==> src/rtl/itoa_pkg.sv <==
// itoa_pkg: shared types and character constants for the integer to ASCII formatter.
// No dependencies; imported by itoa_conv, itoa_emit and the top level.
package itoa_pkg;

    localparam int ND_W = 5;   // digit count, up to twenty decimal digits
    localparam int CH_W = 8;   // ASCII character
    localparam int WD_W = 6;   // field width

    // format of the number being printed, latched by the emitter
    typedef struct packed {
        logic            neg;
        logic            zpad;
        logic [WD_W-1:0] width;
    } t_fmt;

    // conversion unit status towards the emitter
    typedef struct packed {
        logic            done;
        logic [ND_W-1:0] nd;
        logic [3:0]      digit;
    } t_conv_stat;

    localparam logic [CH_W-1:0] HEX_CHARS [16] = '{
        8'h30, 8'h31, 8'h32, 8'h33, 8'h34, 8'h35, 8'h36, 8'h37,
        8'h38, 8'h39, 8'h61, 8'h62, 8'h63, 8'h64, 8'h65, 8'h66
    };

    localparam logic [CH_W-1:0] CHAR_MINUS = 8'h2d;
    localparam logic [CH_W-1:0] CHAR_ZERO  = 8'h30;
    localparam logic [CH_W-1:0] CHAR_SPACE = 8'h20;

endpackage

==> src/rtl/integer_to_ascii_formatter.sv <==
// integer_to_ascii_formatter: top level, input decode and sign handling.
// Depends on itoa_pkg, itoa_conv and itoa_emit.

// One input transaction carries a number and its format; the block answers with
// one output transaction per ASCII character, most significant digit first, and
// o_last marks the final character. Only the low VALUE_BITS bits of i_value are
// used. Decimal or lower-case hex is chosen by i_hex_base; with i_signed_mode a
// negative value prints '-' and its magnitude (the most negative value exactly).
// Zero prints as a single '0'. i_min_width (saturated at WIDTH_LIMIT) sets the
// minimum field width: with i_zero_pad the '-' comes first and zeros fill the
// width after it, otherwise spaces come ahead of the sign and digits.
// Timing: the magnitude is converted one bit per clock through a shift-and-add-3
// digit register (no add-3 in hex), then leading zeros are stripped one digit
// per clock, then characters leave at one per clock while the output is not
// stalled. A new item is taken as soon as the previous one's last character
// sits in the output register.
module integer_to_ascii_formatter #(
    parameter int WIDTH_LIMIT = 63,
    parameter int VALUE_BITS  = 64
) (
    input  logic                       i_clk,
    input  logic                       i_rst_n,
    // input channel
    input  logic                       i_valid,
    output logic                       o_stall,
    input  logic [63:0]                i_value,
    input  logic                       i_hex_base,
    input  logic                       i_signed_mode,
    input  logic [itoa_pkg::WD_W-1:0]  i_min_width,
    input  logic                       i_zero_pad,
    // output channel
    output logic                       o_valid,
    input  logic                       i_stall,
    output logic [itoa_pkg::CH_W-1:0]  o_ch,
    output logic                       o_last
);
    import itoa_pkg::*;

    // decimal digits of 2^VALUE_BITS - 1; 1233/4096 approximates log10(2)
    localparam int DIGITS = ((VALUE_BITS * 1233) >> 12) + 1;
    localparam logic [WD_W-1:0] LIMIT = WD_W'(WIDTH_LIMIT);

    logic [VALUE_BITS-1:0] v;
    logic [VALUE_BITS-1:0] mag;
    logic                  neg;
    logic                  start;
    logic                  busy;
    logic                  take;
    t_fmt                  fmt;
    t_conv_stat            stat;

    assign v   = i_value[VALUE_BITS-1:0];
    assign neg = i_signed_mode && v[VALUE_BITS-1];
    // two's complement magnitude; the most negative value maps onto itself
    assign mag = neg ? (~v + {{(VALUE_BITS-1){1'b0}}, 1'b1}) : v;

    assign fmt.neg   = neg;
    assign fmt.zpad  = i_zero_pad;
    assign fmt.width = (i_min_width > LIMIT) ? LIMIT : i_min_width;

    // a transaction is accepted once the emitter has loaded its last character into the output register
    assign o_stall = busy;
    assign start   = i_valid && !busy;

    itoa_conv #(
        .VALUE_BITS (VALUE_BITS),
        .DIGITS     (DIGITS)
    ) u_conv (
        .i_clk   (i_clk),
        .i_rst_n (i_rst_n),
        .i_start (start),
        .i_mag   (mag),
        .i_hex   (i_hex_base),
        .i_take  (take),
        .o_stat  (stat)
    );

    itoa_emit u_emit (
        .i_clk   (i_clk),
        .i_rst_n (i_rst_n),
        .i_start (start),
        .i_fmt   (fmt),
        .i_stat  (stat),
        .o_take  (take),
        .o_busy  (busy),
        .o_valid (o_valid),
        .i_stall (i_stall),
        .o_ch    (o_ch),
        .o_last  (o_last)
    );

endmodule

==> src/rtl/itoa_conv.sv <==
// itoa_conv: bit-serial binary to BCD (shift and add three) or hex digit register,
// with serial leading-zero strip. Depends on itoa_pkg.
module itoa_conv #(
    parameter int VALUE_BITS = 64,
    parameter int DIGITS     = 20
) (
    input  logic                   i_clk,
    input  logic                   i_rst_n,
    input  logic                   i_start,
    input  logic [VALUE_BITS-1:0]  i_mag,
    input  logic                   i_hex,
    input  logic                   i_take,
    output itoa_pkg::t_conv_stat   o_stat
);
    import itoa_pkg::*;

    localparam int CNT_W = (VALUE_BITS > 1) ? $clog2(VALUE_BITS) : 1;
    localparam int BCD_W = 4 * DIGITS;

    typedef enum logic [1:0] {C_IDLE, C_SHIFT, C_STRIP, C_READY} t_cstate;

    t_cstate               r_state;
    logic [VALUE_BITS-1:0] r_bin;
    logic [BCD_W-1:0]      r_bcd;
    logic [CNT_W-1:0]      r_cnt;
    logic [ND_W-1:0]       r_nd;
    logic                  r_hex;

    logic [BCD_W-1:0]      n_corr;
    logic [3:0]            top_digit;

    // in decimal mode, add three to every digit of five or more, ahead of the shift
    always_comb begin
        logic [3:0] dig;
        for (int d = 0; d < DIGITS; d++) begin
            dig = r_bcd[4*d +: 4];
            if (!r_hex && dig >= 4'd5) begin
                dig = dig + 4'd3;
            end
            n_corr[4*d +: 4] = dig;
        end
    end

    assign top_digit = r_bcd[BCD_W-1 -: 4];

    always_ff @(posedge i_clk) begin
        if (!i_rst_n) begin
            r_state <= C_IDLE;
        end else if (i_start) begin
            r_state <= C_SHIFT;
            r_bin   <= i_mag;
            r_bcd   <= '0;
            r_cnt   <= CNT_W'(VALUE_BITS - 1);
            r_hex   <= i_hex;
        end else begin
            unique case (r_state)
                C_IDLE: begin
                    r_state <= C_IDLE;
                end
                C_SHIFT: begin
                    r_bcd <= {n_corr[BCD_W-2:0], r_bin[VALUE_BITS-1]};
                    r_bin <= {r_bin[VALUE_BITS-2:0], 1'b0};
                    r_cnt <= r_cnt - 1'b1;
                    if (r_cnt == '0) begin
                        r_state <= C_STRIP;
                        r_nd    <= ND_W'(DIGITS);
                    end
                end
                C_STRIP: begin
                    // drop leading zeros, always keep one digit
                    if (top_digit == 4'd0 && r_nd > ND_W'(1)) begin
                        r_bcd <= {r_bcd[BCD_W-5:0], 4'd0};
                        r_nd  <= r_nd - 1'b1;
                    end else begin
                        r_state <= C_READY;
                    end
                end
                C_READY: begin
                    if (i_take) begin
                        r_bcd <= {r_bcd[BCD_W-5:0], 4'd0};
                        r_nd  <= r_nd - 1'b1;
                    end
                end
                default: begin
                    r_state <= C_IDLE;
                end
            endcase
        end
    end

    assign o_stat.done  = (r_state == C_READY);
    assign o_stat.nd    = r_nd;
    assign o_stat.digit = top_digit;

endmodule

==> src/rtl/itoa_emit.sv <==
// itoa_emit: sign/padding sequencer and output register, one character per transaction.
// Depends on itoa_pkg; takes digits from itoa_conv.
module itoa_emit (
    input  logic                        i_clk,
    input  logic                        i_rst_n,
    input  logic                        i_start,
    input  itoa_pkg::t_fmt              i_fmt,
    input  itoa_pkg::t_conv_stat        i_stat,
    output logic                        o_take,
    output logic                        o_busy,
    output logic                        o_valid,
    input  logic                        i_stall,
    output logic [itoa_pkg::CH_W-1:0]   o_ch,
    output logic                        o_last
);
    import itoa_pkg::*;

    typedef enum logic [2:0] {E_IDLE, E_WAIT, E_LEAD, E_PAD, E_SIGN, E_DIGIT} t_estate;

    t_estate         r_state;
    t_fmt            r_fmt;
    logic [WD_W-1:0] r_pad;
    logic [ND_W-1:0] r_nd;
    logic            r_o_valid;
    logic [CH_W-1:0] r_ch;
    logic            r_last;

    logic            adv;
    logic            emit_now;
    logic            lead_sign;
    logic            mid_sign;
    logic [WD_W-1:0] w_adj;
    logic [WD_W-1:0] count;
    logic [WD_W-1:0] pad_calc;

    assign adv       = !r_o_valid || !i_stall;
    // a character is loaded into the output register this cycle
    assign emit_now  = adv && (r_state != E_IDLE) && (r_state != E_WAIT);
    assign lead_sign = r_fmt.neg && r_fmt.zpad;
    assign mid_sign  = r_fmt.neg && !r_fmt.zpad;

    // leading sign takes one place of the width; a sign after the padding counts with the digits
    always_comb begin
        w_adj    = (lead_sign && r_fmt.width != '0) ? r_fmt.width - 1'b1 : r_fmt.width;
        count    = WD_W'(i_stat.nd) + WD_W'(mid_sign);
        pad_calc = (w_adj > count) ? w_adj - count : '0;
    end

    assign o_take = (r_state == E_DIGIT) && adv;
    assign o_busy = (r_state != E_IDLE);

    always_ff @(posedge i_clk) begin
        if (!i_rst_n) begin
            r_state   <= E_IDLE;
            r_o_valid <= 1'b0;
        end else begin
            if (adv) begin
                r_o_valid <= emit_now;
            end
            unique case (r_state)
                E_IDLE: begin
                    if (i_start) begin
                        r_fmt   <= i_fmt;
                        r_state <= E_WAIT;
                    end
                end
                E_WAIT: begin
                    if (i_stat.done) begin
                        r_pad <= pad_calc;
                        r_nd  <= i_stat.nd;
                        if (lead_sign) begin
                            r_state <= E_LEAD;
                        end else if (pad_calc != '0) begin
                            r_state <= E_PAD;
                        end else if (mid_sign) begin
                            r_state <= E_SIGN;
                        end else begin
                            r_state <= E_DIGIT;
                        end
                    end
                end
                E_LEAD: begin
                    if (adv) begin
                        r_ch      <= CHAR_MINUS;
                        r_last    <= 1'b0;
                        r_state   <= (r_pad != '0) ? E_PAD : E_DIGIT;
                    end
                end
                E_PAD: begin
                    if (adv) begin
                        r_ch      <= r_fmt.zpad ? CHAR_ZERO : CHAR_SPACE;
                        r_last    <= 1'b0;
                        r_pad     <= r_pad - 1'b1;
                        if (r_pad == WD_W'(1)) begin
                            r_state <= mid_sign ? E_SIGN : E_DIGIT;
                        end
                    end
                end
                E_SIGN: begin
                    if (adv) begin
                        r_ch      <= CHAR_MINUS;
                        r_last    <= 1'b0;
                        r_state   <= E_DIGIT;
                    end
                end
                E_DIGIT: begin
                    if (adv) begin
                        r_ch      <= HEX_CHARS[i_stat.digit];
                        r_last    <= (r_nd == ND_W'(1));
                        r_nd      <= r_nd - 1'b1;
                        if (r_nd == ND_W'(1)) begin
                            r_state <= E_IDLE;
                        end
                    end
                end
                default: begin
                    r_state <= E_IDLE;
                end
            endcase
        end
    end

    assign o_valid = r_o_valid;
    assign o_ch    = r_ch;
    assign o_last  = r_last;

    a_take_ready: assert property (@(posedge i_clk) disable iff (!i_rst_n)
        o_take |-> i_stat.done)
        else $error("digit taken before conversion finished");

    a_digit_count: assert property (@(posedge i_clk) disable iff (!i_rst_n)
        (r_state == E_DIGIT) |-> (r_nd != '0))
        else $error("digit state with no digits left");

    a_pad_count: assert property (@(posedge i_clk) disable iff (!i_rst_n)
        (r_state == E_PAD) |-> (r_pad != '0))
        else $error("pad state with no padding left");

    a_last_end: assert property (@(posedge i_clk) disable iff (!i_rst_n)
        (o_take && r_nd == ND_W'(1)) |=> (r_state == E_IDLE && o_valid && o_last))
        else $error("final digit did not close the number");

endmodule
==> config.mk <==
export PLATFORM = sky130hd
export DESIGN_NAME = integer_to_ascii_formatter
export DESIGN_NICKNAME = d
export VERILOG_FILES = /design/src/rtl/itoa_pkg.sv /design/src/rtl/integer_to_ascii_formatter.sv /design/src/rtl/itoa_conv.sv /design/src/rtl/itoa_emit.sv
export SDC_FILE = /design/constraint.sdc
export NUM_CORES = 1
export LEC_CHECK = 0
export BUFFER_PORTS_ARGS = -buffer_cell sky130_fd_sc_hd__buf_2
export CORE_MARGIN = 5
export CORE_UTILIZATION = 62
export DETAILED_ROUTE_END_ITERATION = 6
export GPL_TIMING_DRIVEN = 0
export PLACE_DENSITY_LB_ADDON = 0.12
export SLEW_MARGIN = 40
export SYNTH_ARGS = -nofsm -noshare
export SYNTH_HDL_FRONTEND = slang
export SYNTH_SLANG_ARGS = --single-unit
==> constraint.sdc <==
create_clock -name i_clk -period 7.04 [get_ports i_clk]
set_input_delay 2.112 -clock i_clk [delete_from_list [all_inputs] [get_ports i_clk]]
set_output_delay 2.112 -clock i_clk [all_outputs]
set_load 0.01 [all_outputs]
* Word level (Yosys, flattened, before mapping)
Memories as Yosys holds them, arrays and structs flattened. Index checks and enable logic that the tools add are counted.
Word-level totals: register bits after elaboration 190, memory bits (read-only) 128, input port bits 77, word-level logic and storage cells 235, memories kept 1
Memories:
- (name not given) | depth 16, bits a word 8, read ports 1, clocked after Yosys merged registers in 0, write ports 0, RTL line itoa_emit.sv:108 | r_ch <= HEX_CHARS[i_stat.digit];
Cells by class: $add $sub $neg 28, order comparisons 24, equality and inequality tests 29, multiplexer cells 66, bitwise logic cells 4, reductions and logical operators 67
Operators with widths (number):
- case mux 80 bit (3 select lines) | 1
- two-way mux 64 bit | 3
- two-way mux 80 bit | 2
- >= comparator 4 x 3 -> 1 bit, second input constant | 20
- adder 4 x 2 -> 4 bit, second input constant | 19
- two-way mux 4 bit | 19
- adder 64 x 1 -> 64 bit, second input constant | 1
- inverter 64 bit | 1
- two-way mux 8 bit | 5
- two-way mux 3 bit | 12
- two-way mux 5 bit | 6
- two-way mux 6 bit | 5
- logical AND 1 bit | 29
- case mux 8 bit (3 select lines) | 1
- inequality test 2 x 1 -> 1 bit, second input constant | 9
- case mux 3 bit (6 select lines) | 1
- nonzero test 6 bit | 3
- subtractor 6 x 1 -> 6 bit, second input constant | 3
- AND reduction 4 bit | 4
- case mux 5 bit (3 select lines) | 1
- case mux 6 bit (2 select lines) | 1
- nonzero test 3 bit | 4
- inequality test 2 bit, second input constant | 5
- case mux 5 bit (2 select lines) | 1
- other kinds (39) | 62

* Depth between registers and ports, before layout
Gate-level depths: netlist (run 1).
depth after elaboration 10, gate-level depth with buffers 15, depth with buffers taken out 14

* Modules after synthesis
Synthesis (run 1) repeated with hierarchy kept, for this count alone.
Second synthesis, totals: cells, all modules 1258, area total of the unflattened synthesis 13047.5 um^2
Modules (own cells, without submodules):
- itoa_conv | instances 1, cells an instance 793, area an instance 9167.5 um^2
- itoa_emit | instances 1, cells an instance 230, area an instance 2240.9 um^2
- integer_to_ascii_formatter | instances 1, cells an instance 235, area an instance 1639.1 um^2

* Worst setup path after synthesis (run 1)
OpenSTA, ideal clock, no wires.
path kind input to register, from input i_valid, to register u_conv.r_bin[0], enable pin, arrival time 5.728 ns, slack 0.814 ns, stages 5, buffers on the path 2, path through and2_1 clkbuf_1 clkbuf_1 nor2_1 nor2_1
On the way: cells in the longest elaborated chain, start to end 3
Ends and longest elaborated chain:
- from (decl) | RTL line integer_to_ascii_formatter.sv:24 | input logic i_valid,
- logical AND 1 bit | RTL line integer_to_ascii_formatter.sv:63 | assign start = i_valid && !busy;
- nonzero test 2 bit (no source line)
- AND reduction 2 bit (no source line)
- to (signal assigned) | RTL line itoa_conv.sv:51 | r_bin <= i_mag;
- to (signal assigned) | RTL line itoa_conv.sv:62 | r_bin <= {r_bin[VALUE_BITS-2:0], 1'b0};
- to (decl) | RTL line itoa_conv.sv:23 | logic [VALUE_BITS-1:0] r_bin;
No other way between the ends. A chain may end at the register's enable or synchronous reset.

* Final worst setup path (run 1)
from input i_valid, to register u_conv.r_bin[48], enable pin
Same word-level chain as after synthesis.

==> results of run 1 <==
[registers in the layout, indices dropped and copies added, names as in the netlist]
name            count
u_emit.o_last       1
u_conv.r_cnt        6
u_emit.r_nd         5
u_emit.r_fmt        8
u_conv.r_hex        1
u_emit.o_ch         6
u_conv.r_nd         5
u_conv.r_bcd       80
u_conv.r_bin       64
u_emit.o_valid      1
u_conv.r_state      2
u_emit.r_pad        6
u_emit.r_state      3
[routing by layer]
layer | vias to the layer above | routed length, um | share of wire
met2 | 341 | 13300 | 0.48
met4 | 0 | 416 | 0.015
met3 | 36 | 1700 | 0.061
met1 | 4847 | 12500 | 0.45
li1 | 5049 | - | -
met5 | - | 0 | 0
[metrics by stage]
stage          hold slack (ns)  total power (W)
2_1_floorplan            0.484          0.00192
3_3_place_gp             0.504          0.00208
3_5_place_dp             0.513          0.00211
4_1_cts                  0.525          0.00306
5_1_grt                  0.547          0.00321
6_report                 0.524          0.00305
[synthesized netlist by cell type, types with 22 or more instances]
library cell    n  area (sq um)
a211oi_1       44           330
a21oi_1       122           611
a31oi_1        22           138
clkbuf_1       70           263
edfxtp_1      182          5470
ha_1           65           813
inv_1          71           267
nand2_1       146           548
nand2b_1       27           169
nor2_1        148           556
o211ai_1       40           300
o21ai_0        78           390
o21ai_1        34           170
xnor2_1        76           666
xor2_1         28           245
[power by group]
| group | switching (W) | total (W) | internal, W |
|---|---|---|---|
| registers | 0.0000826 | 0.00146 | 0.00138 |
| clock network | 0.000442 | 0.000957 | 0.000515 |
| logic | 0.000377 | 0.000636 | 0.000259 |
| total | 0.000902 | 0.00305 | 0.00215 |
[cell type report]
cell class / instances / area, sq um / area share
clock buffer: 19 / 453 / 0.0326
buffer: 79 / 330 / 0.0238
timing repair buffer: 82 / 495 / 0.0357
sequential: 188 / 5590 / 0.403
inverter: 72 / 270 / 0.0195
clock inverter: 13 / 130 / 0.00938
multi-input combinational: 1007 / 6280 / 0.453
tap: 265 / 332 / 0.0239
[logic make-up (layout without fill, tap and decap cells)]
kind of cell             count (synthesis)  after routing  synth area share
XOR/XNOR                               104            104            0.0732
other                                    2              2          0.000604
AND/OR/NAND/NOR                        448            448             0.175
AO/OA/AOI/OAI                          381            381             0.183
flip-flops                             188            188             0.449
adder cells (fa/ha/maj)                 66             66            0.0670
buffers and inverters                  151            265            0.0483
multiplexers                             6              6           0.00493
[critical path: stages]
cell      delay (ns)
buf_2           0.13
and2_1          0.13
clkbuf_1        0.51
clkbuf_1        0.54
nor2_1          0.15
nor2_4          0.45
buf_16          0.22
buf_8           0.20
[worst paths after layout]
kind,from,end,slack [ns],depth (start not counted)
worst max-delay path,i_valid,u_conv.r_bin[48],2.72,8
worst min-delay path,u_conv.r_state[1],u_conv.r_state[1],0.52,2
worst max register to register,u_emit.r_fmt[0],u_emit.r_state[0],3.47,15
worst min register to register,u_conv.r_state[1],u_conv.r_state[1],0.52,2
==> impl_results.md, run 1 <==
- Number of antenna cells inserted: 0
- CTS tree: yes
- Clock tree skew after final layout: just over 0.009 ns
- Initial DRT Pass Iterations: 5
- Post-Syn Area per Cell: between 9 and 10 sq um
- Area growth from synthesis to layout: 11.5%
- Mapped Area: 12,400 sq um
- Number of global-route vias before repair: ~9,800
- Crit end category: flip-flop
- Result of the run: finished, final reports clean
- Final hold violation count: 0
- Post-route worst setup slack: ~2.7 ns
- Global-route wire length before repair: around 47,000 um
- Final critical-path required period: between 4 and 5 ns
- Number of input and output port buffers inserted: 77
- Clock network latency to the later pin of the worst-skew pair: between 0.4 and 0.5 ns
- Horizontal die dimension: 152 um
- Leak Pwr: ~5.2 nW
- Share of async-settable or async-resettable flops after synthesis: 0
- Clk buf depth: 2
- Cell at the root of the clock tree: clkbuf_16
- Type of the setup path with the least slack: input port to flip-flop
- Count of fill cells added during filler insertion: ~1,500
- Total core area: ~20,000 sq um
- Maximum resistive drop on vdd: 191 uV
- Kind of start point of the critical path: input port
- Number of slew-limit violations in the final report: 0
- Post-DR vias/cell: 5.96
- Path type of the worst min-delay path: flip-flop to flip-flop
- Count of cell types in the netlist: 66
- Area post-placement: approximately 13,000 sq um
- Die height: ~150 um
- CTS Hold Bufs: 0
- Routed vias: approximately 10,000
- Sinks on the clock net: approximately 190
- Transition time at the pin with the least slew margin: roughly 0.7 ns
- Final setup fails: 0
- Total power per unit cell area: between 200 and 250 nW/um^2
- Layout cells sized above 1: 0.0986
- Met1 Usage GRT: 0.345
- Cell Count, Final, Fillers Out: between 1,500 and 2,000
- Global routing met2 resource utilization: 0.418
- Post-placement cell count: 1,693
- Clock buffer count from CTS: 17
- Remaining global-route overflow: 0
- I/O pins: a little under 90
- M3 GR Usage: 0.0410
- Count of max-cap constraint violations: 0
- Detailed-route DRC error count: 0
- FMAX: roughly 230 MHz
- Die footprint: approximately 23,000 sq um
- Pin count of the biggest net entering global routing: 39
- Average wire length per cell after detail routing: 16.2 um
- Required arrival time at the worst endpoint: between 7 and 8 ns
- Antenna violation net count after detailed routing: 0
- Max transition margin: 0.533
- Part of the cycle the worst path needs: 0.613
- Core Rows: 51
- Number of setup buffers added after CTS: 0
- Clock-pin slew on the worst setup and hold paths: roughly 0.07 ns
- Post-synthesis net count: about 1,500
- Most used routing layer: met2
- Max Fanout on Critical Path: 22
- Arr. time, crit path: ~4.5 ns
- Post-synthesis register bit count: between 150 and 200
- Highest-count cells in the layout ignoring fill and taps: edfxtp_1 (182), nor2_1 (147), nand2_1 (146), a21oi_1 (122)
- Most common flop cell mapped by yosys: edfxtp_1
- Cell area after layout: roughly 14,000 sq um
- RePlAce Congestion: ~0.88
- Sequential-to-total area share from yosys stat: 0.449
- Commonest non-fill, non-tap cell in the layout: edfxtp_1
- YS warnings: 0
- Total detailed-routing wirelength: roughly 28,000 um
- Total global routing track utilization: 0.253
- Half-perimeter wire length after detailed placement: 20,400 um
- Initial detailed-routing violation count: 739
- # nets final: 1,590
- Number of antenna violations at the first check in global routing: 0
- Post-synthesis cell count: 1,346
- Post-layout util: 0.708
- Setup TNS Final: 0 ns
- Number of enable flip-flop cells after synthesis: roughly 180
- Dpl ws: between 2 and 2.5 ns
- Cells resized by post-CTS repair: 0
- Setup repair after global routing missed its margin: no
- Number of H-tree levels: 4
- Initial Util: 0.635
Note: power is estimated with default switching activity, not from simulation.
==> run 2, diff against run 1 <==
clock period = 4.25 ns   (was 7.04 ns; I/O delays follow)
==> run 2 against run 1 <==
Compared with the run above: non-clock buffer count unchanged; die area unchanged; power increased by 68%; sequential power up 66%; wire length rose by 0.89%; register-to-register slack lost 2.8 ns; sequential share of layout area is essentially flat; clock skew about the same; clock-buffer cell count shrank 2; clock power grew 73%; hold slack got worse by 0.0016 ns; combinational power up 67%; critical path type is now flip-flop to flip-flop; largest power group unchanged.
==> impl_results.md, run 2 (same netlist as run 1, synthesis figures left out) <==
- Clock-pin slew on the worst setup and hold paths: 0.07 ns (about the same)
- Type of the setup path with the least slack: flip-flop to flip-flop
- Max transition margin: 0.535 (+0.00172)
- Hold depth: 2 (unchanged)
- Initial DRT Pass Iterations: 5 (unchanged)
- Cell area after layout: 13,900 sq um (about the same)
- CTS Hold Bufs: 0 (unchanged)
- Logic pwr share: 0.206 (-0.002)
- RePlAce Congestion: 0.892 (+1.6%)
- Core Rows: 51 (unchanged)
- Number of setup buffers added after CTS: 0 (unchanged)
- I/O pins: 88 (unchanged)
- Flip-flop count of the largest register after layout: 80 (unchanged)
- Sequential power share: 0.471 (-0.007)
- Number of slew-limit violations in the final report: 0 (unchanged)
- Routed vias: 10,300 (-0.097%)
- Maximum resistive drop on vdd: 327 uV (+71%)
- Hold worst-path end: u_conv.r_state[1]
- Horizontal die dimension: 152 um (unchanged)
- Final setup fails: 0 (unchanged)
- Highest-count cells in the layout ignoring fill and taps: edfxtp_1 (182), nor2_1 (147), nand2_1 (146), a21oi_1 (122)
- Setup repair after global routing missed its margin: no
- Register bank with the most flops: u_conv.r_bcd
- Clock network latency to the later pin of the worst-skew pair: 0.44 ns (about the same)
- Number of H-tree levels: 4 (unchanged)
- Area post-placement: 13,300 sq um (about the same)
- Layout cells sized above 1: 0.0986 (unchanged)
- Total power after layout: 0.00514 W (+68%)
- Transition time at the pin with the least slew margin: 0.698 ns (-0.00258 ns)
- Initial Util: 0.635 (unchanged)
- Pin count of the biggest net entering global routing: 40 (+2.6%)
- Switching Power: 0.00154 W (+71%)
- Total core area: 19,600 sq um (unchanged)
- Cells resized by post-CTS repair: 0 (unchanged)
- Clock tree skew after final layout: 0.00982 ns (+0.000488 ns)
- Number of antenna violations at the first check in global routing: 0 (unchanged)
- Detailed-route DRC error count: 0 (unchanged)
- # nets final: 1,590 (unchanged)
- Setup TNS Final: 0 ns (unchanged)
- Post-DR vias/cell: 5.95 (about the same)
- Number of antenna cells inserted: 0 (unchanged)
- Clock buffer count from CTS: 17 (unchanged)
- Total global routing track utilization: 0.252 (-0.000319)
- Proportion of power drawn by the clock network: 0.324 (+0.011)
- Part of the cycle the worst path needs: 0.834
- Setup slack of the worst register-to-register path: 0.70 ns (-2.77 ns)
- Average wire length per cell after detail routing: 16.3 um (+0.89%)
- FMAX: ~280 MHz
- Post-route worst hold slack: 0.522 ns (-0.00158 ns)
- Design internal power: 0.00360 W (+67%)
- Most used routing layer: met2
- Endpoint of the worst register-to-register path: u_emit.r_state[0]
- Final critical-path required period: roughly 3.5 ns
- Die footprint: 23,000 sq um (unchanged)
- Antenna violation net count after detailed routing: 0 (unchanged)
- Die height: 152 um (unchanged)
- Commonest non-fill, non-tap cell in the layout: edfxtp_1
- M3 GR Usage: 0.0419 (+0.000892)
- Dpl ws: 0.337 ns (-1.95 ns)
- Count of max-cap constraint violations: 0 (unchanged)
- Total detailed-routing wirelength: 28,200 um (+0.89%)
- Reg-to-reg startpoint: u_emit.r_fmt[0]
- Arr. time, crit path: 3.88 ns (-0.57 ns)
- Largest registers: u_conv.r_bcd x80, u_conv.r_bin x64, u_emit.r_fmt x8
- Half-perimeter wire length after detailed placement: 20,500 um (+0.53%)
- Required arrival time at the worst endpoint: 4.59 ns (-2.58 ns)
- Crit end category: flip-flop
- Area growth from synthesis to layout: 11.6% (about the same)
- Leak Pwr: 5.19 nW (about the same)
- Number of input and output port buffers inserted: 77 (unchanged)
- Result of the run: finished, final reports clean
- Sinks on the clock net: 188 (unchanged)
- Startpoint of the most critical hold path: u_conv.r_state[1]
- Initial detailed-routing violation count: 715 (-3.2%)
- Remaining global-route overflow: 0 (unchanged)
- Final hold violation count: 0 (unchanged)
- Path type of the worst min-delay path: flip-flop to flip-flop
- Length in cells of the worst reg-to-reg path: 15 (unchanged)
- Cell at the root of the clock tree: clkbuf_16
- Sw frac: 0.300 (+0.00417)
- Total power per unit cell area: 370 nW/um^2 (+68%)
- Met1 Usage GRT: 0.341 (-0.00384)
- CTS tree: yes
- Number of global-route vias before repair: 9,793 (+0.12%)
- Post-route worst setup slack: 0.704 ns (-2.02 ns)
- Clk buf depth: 2 (unchanged)
- Global routing met2 resource utilization: 0.427 (+0.00889)
- Global-route wire length before repair: 46,700 um (about the same)
- Kind of start point of the critical path: flip-flop
- Max Fanout on Critical Path: 9 (-59%)
run 2: cell count changes in the layout (fill, tap and decap cells not counted), sizes merged:
cell,change
bufinv,+1
clkinvlp,+2
clkinv,-2
clkbuf,-2
inv,+1
run 2: metrics by stage:
step | utilization | std cells
5_1_grt | 0.709 | 1725
2_1_floorplan | - | 1346
3_5_place_dp | 0.678 | 1693
3_3_place_gp | 0.672 | 1688
4_1_cts | 0.709 | 1725
6_report | 0.709 | 1725
run 2: final cells by class:
type,count,area (sq um)
clock inverters,15,183
multi-input cells,1007,6280
fillers,1500,5700
well taps,265,332
plain buffers,79,330
repair buffers,82,483
inverters,72,270
clock buffers,17,425
flip-flops and latches,188,5590
run 2: power by group through the flow:
stage,Clock (W),Combinational (W),Sequential [W]
final,0.00166,0.00106,0.00242
after global routing,0.00175,0.00119,0.00244
after CTS,0.00167,0.00106,0.00242
after detailed placement,0,0.00105,0.00245
after global placement,0,0.000984,0.00246
after floorplan,0,0.000758,0.00242
run 2: worst max-delay path: stages (launching register included):
cell and delay, ns:
edfxtp_1 0.36, inv_1 0.08, ha_1 0.20, nand3_1 0.09
nand3_1 0.16, nor4_1 0.37, nand2_1 0.12, xnor2_1 0.15
ha_1 0.27, clkbuf_1 0.26, or3b_2 0.48, o211ai_1 0.11
a311oi_1 0.10, a31oi_1 0.30, o21ai_0 0.14, a221oi_1 0.27
run 2: routing by layer:
metal,part of all wire,up-vias
met5,0,-
met4,0.013,0
met1,0.45,4835
li1,-,5064
met2,0.48,327
met3,0.062,37
run 2: how the worst max path moves through the flow:
stage | endpoint | start | slack [ns]
after floorplan | u_conv.r_bcd[0] | i_valid | 0.01
after global placement | u_conv.r_bcd[61] | i_valid | -1.51
after detailed placement | u_conv.r_bin[37] | i_valid | 0.34
after CTS | u_emit.r_state[0] | u_emit.r_fmt[0] | 0.72
after global routing | u_emit.r_state[0] | u_emit.r_fmt[0] | 0.43
final | u_emit.r_state[0] | u_emit.r_fmt[0] | 0.70
